<file path="src/assert_macros.svh">
// ----------------------------------------------------------------------------
// Assertion macros
// Shared concurrent assertion helpers for the RTL.
// ----------------------------------------------------------------------------
`ifndef ASSERT_MACROS_SVH
`define ASSERT_MACROS_SVH
`ifndef ASSERT_OFF
`define ASSERT_IMPLIES(label, clk, rst_n, a, c) \
	label: assert property (@(posedge clk) disable iff (!rst_n) (a) |-> (c)) \
	else $error("assertion failed");
`define ASSERT_NEXT(label, clk, rst_n, a, c) \
	label: assert property (@(posedge clk) disable iff (!rst_n) (a) |=> (c)) \
	else $error("assertion failed");
`else
`define ASSERT_IMPLIES(label, clk, rst_n, a, c)
`define ASSERT_NEXT(label, clk, rst_n, a, c)
`endif
`endif

</file>
<file path="src/plti_pkg.sv">
// ----------------------------------------------------------------------------
// plti_pkg
// Types and constants of the piecewise linear table interpolator.
// ----------------------------------------------------------------------------
`default_nettype none
package plti_pkg;
	localparam int MaxPoints = 256;
	localparam int SlotW = $clog2(MaxPoints);
	localparam int CountW = SlotW + 1;
	localparam int QDepth = 2;

	typedef enum logic {
		REQ_LOAD  = 1'b0,
		REQ_QUERY = 1'b1
	} req_type_t;

	typedef struct packed {
		logic        req_type;
		logic [7:0]  point_slot;
		logic [23:0] point_energy;
		logic [15:0] point_efficiency;
		logic [15:0] point_uncertainty;
		logic [23:0] query_energy;
		logic [31:0] func_value;
	} req_t;

	typedef struct packed {
		logic        found;
		logic [15:0] interp_efficiency;
		logic [15:0] mean_uncertainty;
		logic [31:0] corrected_value;
	} result_t;

	// classified request handed from front to back
	typedef struct packed {
		logic        is_query;
		logic        miss;
		logic [7:0]  slot;
		logic [23:0] energy;
		logic [15:0] efficiency;
		logic [15:0] uncertainty;
		logic [31:0] func_value;
	} job_t;

	typedef enum logic [3:0] {
		ST_IDLE, ST_LAST_RD, ST_LAST_CHK, ST_SCAN_RD, ST_SCAN_CHK,
		ST_HI_RD, ST_HI_CHK, ST_MUL, ST_IDIV, ST_QDIV, ST_DONE
	} back_state_t;
endpackage
`default_nettype wire

</file>
<file path="src/plti_front.sv">
// ----------------------------------------------------------------------------
// plti_front
// Accepts requests, classifies them and pushes them into a short queue.
// ----------------------------------------------------------------------------
`default_nettype none
`include "assert_macros.svh"
module plti_front (
	input  wire logic              clk,
	input  wire logic              arst_n,
	input  wire logic              start,
	input  wire plti_pkg::req_t    req,
	input  wire logic [8:0]        points_in_use,
	output logic                   busy,
	output plti_pkg::job_t         job,
	output logic                   job_valid,
	input  wire logic              job_pop
);
	import plti_pkg::*;

	job_t               q_q [QDepth];
	logic [$clog2(QDepth)-1:0] wr_q, rd_q;
	logic [$clog2(QDepth):0]   cnt_q;
	logic               push;
	job_t               in_job;

	assign busy = (cnt_q == ($clog2(QDepth)+1)'(QDepth));
	assign push = start && !busy;

	always_comb begin
		in_job.is_query    = (req.req_type == REQ_QUERY);
		// fewer than two points misses at once
		in_job.miss        = (points_in_use < 9'd2);
		in_job.slot        = req.point_slot;
		in_job.energy      = (req.req_type == REQ_QUERY) ? req.query_energy
		                                                 : req.point_energy;
		in_job.efficiency  = req.point_efficiency;
		in_job.uncertainty = req.point_uncertainty;
		in_job.func_value  = req.func_value;
	end

	always_ff @(posedge clk) begin
		if (push) begin
			q_q[wr_q] <= in_job;
		end
	end

	always_ff @(posedge clk or negedge arst_n) begin
		if (!arst_n) begin
			wr_q  <= '0;
			rd_q  <= '0;
			cnt_q <= '0;
		end else begin
			if (push) wr_q <= wr_q + 1'b1;
			if (job_pop) rd_q <= rd_q + 1'b1;
			cnt_q <= cnt_q + {{$clog2(QDepth){1'b0}}, push}
			      - {{$clog2(QDepth){1'b0}}, job_pop};
		end
	end

	assign job_valid = (cnt_q != '0);
	assign job       = q_q[rd_q];

	`ASSERT_IMPLIES(a_no_pop_empty, clk, arst_n, job_pop, job_valid)
	`ASSERT_IMPLIES(a_cnt_bound, clk, arst_n, 1'b1,
		cnt_q <= ($clog2(QDepth)+1)'(QDepth))
	`ASSERT_NEXT(a_push_count, clk, arst_n, push && !job_pop, cnt_q != '0)
endmodule
`default_nettype wire

</file>
<file path="config.mk">
export PLATFORM = sky130hd
export DESIGN_NAME = plti_front
export DESIGN_NICKNAME = d
export VERILOG_FILES = /design/src/plti_pkg.sv /design/src/plti_front.sv
export VERILOG_INCLUDE_DIRS = /design/src /design/src/src
export SDC_FILE = /design/constraint.sdc
export NUM_CORES = 1
export LEC_CHECK = 0
export BUFFER_PORTS_ARGS = -buffer_cell sky130_fd_sc_hd__buf_4
export CORE_MARGIN = 2
export CORE_UTILIZATION = 45
export CTS_BUF_LIST = sky130_fd_sc_hd__clkbuf_8 sky130_fd_sc_hd__clkbuf_16
export DETAILED_ROUTE_END_ITERATION = 8
export MAX_ROUTING_LAYER = met4
export PLACE_DENSITY = 0.82
export SYNTH_ARGS = -nofsm -noshare
export SYNTH_HDL_FRONTEND = slang
export SYNTH_SLANG_ARGS = --single-unit
</file>
<file path="constraint.sdc">
create_clock -name clk -period 13.9 [get_ports clk]
set_input_delay 1.39 -clock clk [delete_from_list [all_inputs] [get_ports clk]]
set_output_delay 1.39 -clock clk [all_outputs]
set_load 0.1 [all_outputs]
</file>
==> results of run 1 <==
area by class of cell:
cell class	count	area [µm²]
clock inverters	15	174
repair buffers	235	1760
well taps	220	275
clock buffers	17	425
inverters	2	7.51
fillers	1219	6360
multi-input cells	136	1530
flip-flops and latches	200	5990
path summary, 6_finish.rpt:
path | from | cells after the start | end | slack (ns)
max in group asynchronous | arst_n | 1 | rd_q | 13.03
setup / recovery | rd_q | 3 | job[88] | 9.82
hold reg to reg | cnt_q[0] | 1 | cnt_q[0] | 0.55
min in group asynchronous | arst_n | 1 | cnt_q[1] | 0.75
hold / removal | cnt_q[0] | 1 | cnt_q[0] | 0.55
setup reg to reg | cnt_q[0] | 4 | q_q[0][0] | 11.34
layer usage:
metal / up-vias / part of all wire, %
met1: 1954 / 37
met2: 156 / 54
met5: - / 0
met3: 27 / 6.0
met4: 0 / 2.2
li1: 1873 / -
sequential cells by signal, summed over array words and instances, names as in the netlist:
name and count:
wr_q 1, q_q 196, cnt_q 2, rd_q 1
cell usage in the layout, fill, tap and decap left out, drive strengths merged:
master  count
and3        1
buf       235
bufinv      3
clkbuf     17
clkinv      6
dfrtp       4
edfxtp    196
ha          2
inv         8
mux2      122
nand2       1
nand2b      1
nor2        2
or2         1
or4         2
xnor2       3
xor2        1
logic make-up after synthesis:
family / Yosys count / share of synthesized area (%)
and+or+nand+nor: 8 / 0.593
DFF: 200 / 78.8
adders and majority gates: 2 / 0.329
buffers and inverters: 16 / 1.27
muxes: 122 / 18.6
xor gates and xnor gates: 4 / 0.461
worst max-delay path, stage by stage, from the launching register on:
cell,delay [ns]
dfrtp_4,0.87
buf_4,0.67
mux2_2,0.43
buf_4,0.24
stage by stage:
step / hold WS [ns] / cell area [µm²] / cells / utilization [%]
floorplan: 0.460 / 7600 / 352 / -
global placement: 0.494 / 9570 / 793 / 57.9
detailed placement: 0.518 / 9570 / 793 / 57.9
finish: 0.546 / 10200 / 825 / 61.5
global route: 0.587 / 10200 / 825 / 61.5
CTS: 0.553 / 10200 / 825 / 61.5
==> flow_metrics.env, run 1 <==
export IMPL_die_h_um=134
export IMPL_yosysMostFrequentCell="edfxtp_1"
export IMPL_required_ns=12.51
export IMPL_syn2layout_area_growth_pct=33.8
export IMPL_worstPathArrival_ns=2.69
export IMPL_dieWidth_um=134
export IMPL_grt_overflow_total=0
export IMPL_maxSlewViolCount=0
export IMPL_fin_crit_sh_pct=29.4
export IMPL_finClkSkew_ns=0.00686
export IMPL_async_flop_share_pct=2.00
export IMPL_io_buffers=232
export IMPL_synthTopCellsByArea="edfxtp_1 (77%), mux2_2 (17%), mux2_4 (2.0%)"
export IMPL_layout_drive_gt1_share_pct=64.6
export IMPL_place_gp_congestion=0.743
export IMPL_post_cts_buffers=0
export IMPL_cts_hold_fix_buffers=0
export IMPL_grt_max_degree=79
export IMPL_io_pins=234
export IMPL_synth_area_per_cell_um2=21.6
export IMPL_nNetsFinal=728
export IMPL_vias_per_cell=4.86
export IMPL_wirelength_mm=14.2
export IMPL_path_class="flip-flop to output port"
export IMPL_clkSinkCount=200
export IMPL_route_detailed_drc=0
export IMPL_busiest_layer="met2"
export IMPL_synth_nets=488
export IMPL_track_usage_pct=16.6
export IMPL_die_area_mm2=0.0179
export IMPL_finalSetupViolations=0
export IMPL_drv_cap=0
export IMPL_rsz0062_at_grt="no"
export IMPL_netlist_instances=352
export IMPL_synthDominantCellAreaShare_pct=77.5
export IMPL_use_met3_pct=3.55
export IMPL_core_area_mm2=0.0165
export IMPL_pre_cts_slack_ns=10.21
export IMPL_slew_headroom_pct=30.3
export IMPL_critPathCaptureType="output port"
export IMPL_grtUsageMet1_pct=18.0
export IMPL_syn_area_mm2=0.00760
export IMPL_synth_distinct_cells=16
export IMPL_status="finished clean"
export IMPL_post_synth_top_area_cell="edfxtp_1"
export IMPL_critical_path_max_fanout=52
export IMPL_ys_ff_latch=200
export IMPL_start_kind="flip-flop"
export IMPL_ys_seq_area_share_pct=78.8
export IMPL_ant_nets=0
export IMPL_initial_core_util_pct=46.0
export IMPL_cts_resized=0
export IMPL_clk_latency_ns=0.42
export IMPL_hold_viol_final=0
export IMPL_wl_per_cell_um=17.3
export IMPL_setup_slack_ns=9.82
export IMPL_rows=47
export IMPL_min_period_ns=4.08
export IMPL_synth_edff_count=196
export IMPL_htree_num_levels=4
export IMPL_min_delay_path_class="flip-flop to flip-flop"
export IMPL_cts_buffer_depth=2
export IMPL_grt_first_pass_wirelength_mm=21.8
export IMPL_tightest_slew_ns=1.05
export IMPL_antenna_found_initial=0
export IMPL_netlist_top_cells_count="edfxtp_1 (196), mux2_2 (112), buf_2 (11)"
export IMPL_cts_tree="yes"
export IMPL_vias=4010
export IMPL_cts_buffers=17
export IMPL_cts_root_buf="clkbuf_16"
export IMPL_finalSetupTns_ns=0
export IMPL_dp_hpwl_mm=9.62
export IMPL_insertedDiodeCount=0
export IMPL_synth_flop_cell="edfxtp_1"
export IMPL_drtPass1Iterations=4
export IMPL_drt_iter0_markers=213
export IMPL_clk_pin_slew_worst_paths_ns=0.07
export IMPL_first_global_vias=4435
export IMPL_met2_usage_pct=29.7
export IMPL_yosysWarnings=0
export IMPL_fmax_mhz=245
Power of run 1 is left out: the tool's default activity adds up to more than one toggle a clock period on the data nets, which glitch-free logic cannot reach.
==> inputs of run 2 (changes only) <==
--- a/config.mk
+++ b/config.mk
@@ -6,13 +6,14 @@
 export SDC_FILE = /design/constraint.sdc
 export NUM_CORES = 1
 export LEC_CHECK = 0
+export ABC_AREA = 1
 export BUFFER_PORTS_ARGS = -buffer_cell sky130_fd_sc_hd__buf_4
 export CORE_MARGIN = 2
 export CORE_UTILIZATION = 45
 export CTS_BUF_LIST = sky130_fd_sc_hd__clkbuf_8 sky130_fd_sc_hd__clkbuf_16
 export DETAILED_ROUTE_END_ITERATION = 8
 export MAX_ROUTING_LAYER = met4
-export PLACE_DENSITY = 0.82
+export PLACE_DENSITY = 0.84
 export SYNTH_ARGS = -nofsm -noshare
 export SYNTH_HDL_FRONTEND = slang
 export SYNTH_SLANG_ARGS = --single-unit
==> constraint.sdc (replaced) <==
create_clock -name clk -period 3.4 [get_ports clk]
set_input_delay 0.34 -clock clk [delete_from_list [all_inputs] [get_ports clk]]
set_output_delay 0.34 -clock clk [all_outputs]
set_load 0.1 [all_outputs]
==> flow_metrics.env, run 2 <==
export IMPL_fillerInstances=1390
export IMPL_clk_latency_ns=0.42
export IMPL_drt_iter0_markers=360
export IMPL_synth_flop_cell="edfxtp_1"
export IMPL_slowest_stage="dfrtp_4"
export IMPL_drv_cap=0
export IMPL_syn2layout_area_growth_pct=28.9
export IMPL_fin_crit_sh_pct=76.4
export IMPL_synth_nets=760
export IMPL_critPathCaptureType="output port"
export IMPL_synth_edff_count=196
export IMPL_finalSetupTns_ns=0
export IMPL_die_area_mm2=0.0191
export IMPL_post_cts_buffers=0
export IMPL_cts_tree="yes"
export IMPL_rows=49
export IMPL_finalSetupViolations=0
export IMPL_first_global_vias=5037
export IMPL_syn_area_mm2=0.00812
export IMPL_synth_distinct_cells=17
export IMPL_post_synth_top_area_cell="edfxtp_1"
export IMPL_min_delay_path_class="primary input to flip-flop"
export IMPL_worstPathArrival_ns=2.26
export IMPL_cp_top_family="flip-flops"
export IMPL_worst_path_buf_inv=2
export IMPL_path_class="flip-flop to output port"
export IMPL_io_pins=234
export IMPL_rsz0062_at_grt="no"
export IMPL_critical_path_max_fanout=73
export IMPL_status="finished clean"
export IMPL_antenna_found_initial=1
export IMPL_slew_headroom_pct=52.9
export IMPL_netlist_top_cells_count="edfxtp_1 (196), nand2_1 (134), inv_1 (130)"
export IMPL_layout_common_cells="buf_4 (237), edfxtp_1 (196), nand2_1 (134), inv_1 (129), o21ai_0 (76)"
export IMPL_wirelength_mm=15.5
export IMPL_required_ns=3.06
export IMPL_drtPass1Iterations=4
export IMPL_clkSinkCount=200
export IMPL_cts_buffer_depth=2
export IMPL_die_h_um=138
export IMPL_ys_seq_area_share_pct=73.7
export IMPL_netlist_instances=624
export IMPL_maxSlewViolCount=0
export IMPL_min_period_ns=2.60
export IMPL_yosysWarnings=0
export IMPL_synth_area_per_cell_um2=13.0
export IMPL_route_detailed_drc=0
export IMPL_htree_num_levels=4
export IMPL_hold_ws_ns=0.103
export IMPL_core_area_mm2=0.0178
export IMPL_vias_per_cell=4.63
export IMPL_initial_core_util_pct=45.5
export IMPL_start_kind="flip-flop"
export IMPL_wl_per_cell_um=14.1
export IMPL_cts_hold_fix_buffers=1
export IMPL_grt_max_degree=74
export IMPL_fmax_mhz=385
export IMPL_finClkSkew_ns=0.00671
export IMPL_final_common_cell="buf_4"
export IMPL_hold_viol_final=0
export IMPL_max_stage_delay_ns=0.86
export IMPL_synthTopCellsByArea="edfxtp_1 (72%), nand2_1 (6.2%), inv_1 (6.0%)"
export IMPL_path_cells="buf_4, nand2_1, o21ai_0, buf_4"
export IMPL_cts_root_buf="clkbuf_16"
export IMPL_grt_overflow_total=0
export IMPL_cp_common_cell="buf_4"
export IMPL_dieWidth_um=138
export IMPL_largestRegisters="q_q: 196 flops, cnt_q: 2 flops"
export IMPL_tightest_slew_ns=0.706
export IMPL_layout_drive_gt1_share_pct=35.8
export IMPL_dp_hpwl_mm=10.7
export IMPL_ant_nets=0
export IMPL_vias=5080
export IMPL_clk_pin_slew_worst_paths_ns=0.07
export IMPL_cts_resized=0
export IMPL_largest_register="q_q"
export IMPL_track_usage_pct=16.8
export IMPL_io_buffers=232
export IMPL_largest_reg_flops=196
export IMPL_synthDominantCellAreaShare_pct=72.4
export IMPL_place_gp_congestion=0.732
export IMPL_setup_slack_ns=0.803
export IMPL_yosysMostFrequentCell="edfxtp_1"
export IMPL_async_flop_share_pct=2.00
export IMPL_cts_buffers=17
export IMPL_pre_cts_slack_ns=1.26
export IMPL_nNetsFinal=992
export IMPL_ys_ff_latch=200
export IMPL_grt_first_pass_wirelength_mm=24.6
[run 2: metal layers]
layer  up-vias  GRT usage (%)  part of all wire (%)
li1       2541              -                     -
met1      2342           19.9                    41
met2       185           28.0                    51
met3        12           5.47                   7.7
met4         0           4.35                   1.1
met5         -              -                     0
[run 2: stage by stage]
| step | cells | utilization (%) | instance area (µm²) |
|---|---|---|---|
| 2_1_floorplan | 624 | - | 8130 |
| 3_3_place_gp | 1065 | 55.6 | 9920 |
| 3_5_place_dp | 1065 | 55.6 | 9920 |
| 4_1_cts | 1097 | 58.7 | 10500 |
| 5_1_grt | 1098 | 58.7 | 10500 |
| 6_report | 1098 | 58.7 | 10500 |
[run 2: kinds of logic (layout without fill, tap and decap cells)]
kind of cell | after synthesis | count (layout) | share of synthesized area [%]
AND/OR/NAND/NOR | 142 | 142 | 6.59
other | 0 | 1 | 0
flip-flops | 200 | 200 | 73.7
buffers and inverters | 157 | 401 | 10.0
adder cells (fa/ha/maj) | 2 | 2 | 0.308
AO/OA/AOI/OAI | 122 | 122 | 9.32
XOR/XNOR | 1 | 1 | 0.108
[run 2: final cells by class]
cell class | instances | area [µm²] | area share [%]
clock inverter | 14 | 114 | 1.09
timing repair buffer | 240 | 1830 | 17.5
inverter | 130 | 490 | 4.68
multi-input combinational | 267 | 1330 | 12.7
tap | 229 | 287 | 2.74
antenna | 1 | 2.50 | 0.0239
clock buffer | 17 | 425 | 4.06
sequential | 200 | 5990 | 57.2
[run 2: worst register-to-register path, stage by stage (launching register included)]
cell and delay (ns):
dfrtp_1 0.39, nand2_1 0.12, nand3_1 0.15, inv_4 0.52
buf_12 0.36
[run 2: path summary, 6_finish.rpt]
path,slack (ns),depth (start not counted),from,to
min,0.10,1,req[68],q_q[1][44]
min in group asynchronous,0.28,2,arst_n,cnt_q[0]
max,0.80,4,rd_q,job[60]
max in group asynchronous,3.01,2,arst_n,rd_q
min reg2reg,0.49,2,wr_q,wr_q
max reg2reg,1.49,4,cnt_q[1],q_q[0][85]
Power of run 2 is left out for the same reason.
==> inputs of run 3 (changes only) <==
--- a/config.mk
+++ b/config.mk
@@ -13,7 +13,7 @@
 export CTS_BUF_LIST = sky130_fd_sc_hd__clkbuf_8 sky130_fd_sc_hd__clkbuf_16
 export DETAILED_ROUTE_END_ITERATION = 8
 export MAX_ROUTING_LAYER = met4
-export PLACE_DENSITY = 0.84
+export PLACE_DENSITY = 0.81
 export SYNTH_ARGS = -nofsm -noshare
 export SYNTH_HDL_FRONTEND = slang
 export SYNTH_SLANG_ARGS = --single-unit
==> constraint.sdc (replaced) <==
create_clock -name clk -period 2.5 [get_ports clk]
set_input_delay 0.25 -clock clk [delete_from_list [all_inputs] [get_ports clk]]
set_output_delay 0.25 -clock clk [all_outputs]
set_load 0.1 [all_outputs]
==> flow_metrics.env, run 3 (same netlist as run 2, synthesis figures left out) <==
export IMPL_min_period_ns=2.30
export IMPL_largestRegisters="q_q: 196 flops, cnt_q: 2 flops"
export IMPL_maxSlewViolCount=0
export IMPL_ant_nets=0
export IMPL_cts_root_buf="clkbuf_16"
export IMPL_route_detailed_drc=0
export IMPL_place_gp_congestion=0.712
export IMPL_htree_num_levels=4
export IMPL_vias_per_cell=4.60
export IMPL_required_ns=2.25
export IMPL_vias=5372
export IMPL_rows=49
export IMPL_cts_buffers=17
export IMPL_hold_depth=1
export IMPL_path_class="flip-flop to output port"
export IMPL_fin_crit_sh_pct=91.9
export IMPL_rsz0062_at_grt="no"
export IMPL_critical_path_max_fanout=42
export IMPL_worstPathArrival_ns=2.05
export IMPL_antenna_found_initial=0
export IMPL_reg2reg_slack_ns=0.85
export IMPL_dieWidth_um=138
export IMPL_cts_tree="yes"
export IMPL_wl_per_cell_um=14.2
export IMPL_layout_common_cells="buf_4 (238), edfxtp_1 (196), nand2_1 (134), inv_1 (131), dlygate4sd3_1 (67)"
export IMPL_drtPass1Iterations=4
export IMPL_hold_end="q_q[0][90]"
export IMPL_insertedDiodeCount=0
export IMPL_place_inst=1070
export IMPL_reg2regPathDepth=4
export IMPL_layout_drive_gt1_share_pct=33.2
export IMPL_hold_ws_ns=0.0175
export IMPL_slew_headroom_pct=66.7
export IMPL_grt_first_pass_wirelength_mm=26.3
export IMPL_status="finished clean"
export IMPL_syn2layout_area_growth_pct=38.6
export IMPL_clk_pin_slew_worst_paths_ns=0.07
export IMPL_die_area_mm2=0.0191
export IMPL_critPathCaptureType="output port"
export IMPL_track_usage_pct=18.0
export IMPL_clk_latency_ns=0.42
export IMPL_grt_max_degree=63
export IMPL_min_delay_path_class="primary input to flip-flop"
export IMPL_fmax_mhz=435
export IMPL_first_global_vias=5437
export IMPL_tightest_slew_ns=0.500
export IMPL_r2r_end="q_q[1][60]"
export IMPL_wirelength_mm=16.6
export IMPL_drt_iter0_markers=281
export IMPL_final_common_cell="buf_4"
export IMPL_initial_core_util_pct=45.5
export IMPL_finalSetupViolations=0
export IMPL_clkSinkCount=200
export IMPL_die_h_um=138
export IMPL_core_area_mm2=0.0178
export IMPL_hold_start="req[114]"
export IMPL_dp_hpwl_mm=10.8
export IMPL_finClkSkew_ns=0.0100
export IMPL_drv_cap=0
export IMPL_largest_register="q_q"
export IMPL_final_cells=1168
export IMPL_rr_startpoint="cnt_q[1]"
export IMPL_nNetsFinal=1063
export IMPL_io_pins=234
export IMPL_hold_viol_final=0
export IMPL_cts_buffer_depth=2
export IMPL_grt_overflow_total=0
export IMPL_start_kind="flip-flop"
export IMPL_largest_reg_flops=196
export IMPL_io_buffers=232
==> run 3: changes by cell type in the layout (fill, tap and decap cells not counted), moves of 2 or more <==
cell / delta
buf_12: +4
bufinv_16: +3
clkinv_1: +2
clkinv_4: -3
dlygate4sd3_1: +66
inv_1: +2
inv_6: -2
o21ai_0: -12
o21ai_1: +12
==> run 3: layout make-up <==
| cell class | count | area, µm² |
|---|---|---|
| fillers | 1291 | 6580 |
| flip-flops and latches | 200 | 5990 |
| repair buffers | 311 | 2580 |
| multi-input cells | 267 | 1330 |
| inverters | 130 | 492 |
| clock buffers | 17 | 425 |
| well taps | 229 | 287 |
| clock inverters | 14 | 156 |
==> run 3: how the worst max path moves through the flow <==
| stage | startpoint | to |
|---|---|---|
| after global routing | rd_q | job[50] |
| after detailed placement | rd_q | job[53] |
| after CTS | rd_q | job[53] |
| after floorplan | rd_q | job[17] |
| after global placement | rd_q | job[11] |
| final | rd_q | job[55] |
==> run 3: routing by layer <==
metal | part of all wire [%] | GRT usage [%] | up-vias
li1 | - | - | 2678
met1 | 37 | 18.8 | 2476
met2 | 53 | 32.0 | 191
met3 | 7.6 | 5.30 | 27
met4 | 2.1 | 6.66 | 0
met5 | 0 | - | -
==> run 3: worst max-delay path: stages (launching register included) <==
cell     delay, ns
dfrtp_4       0.68
buf_4         0.29
o21ai_0       0.30
buf_4         0.35
==> run 3: through the flow <==
step           instance area [µm²]  utilization (%)  worst slack, ns  setup TNS, ns
6_report                     11300             63.1            0.201              0
5_1_grt                      11300             63.1           0.0924              0
4_1_cts                      11300             63.1            0.240              0
3_5_place_dp                 10000             56.1            0.702              0
3_3_place_gp                 10000             56.1            0.733              0
2_1_floorplan                 8140                -           -0.539         -21.56
==> run 3: what timing repair did <==
action,in CTS,in global routing
buffers inserted,0,0
endpoints found under the hold margin,130,1
resized for setup,0,0
hold buffers,66,1
Power of run 3 is left out for the same reason.
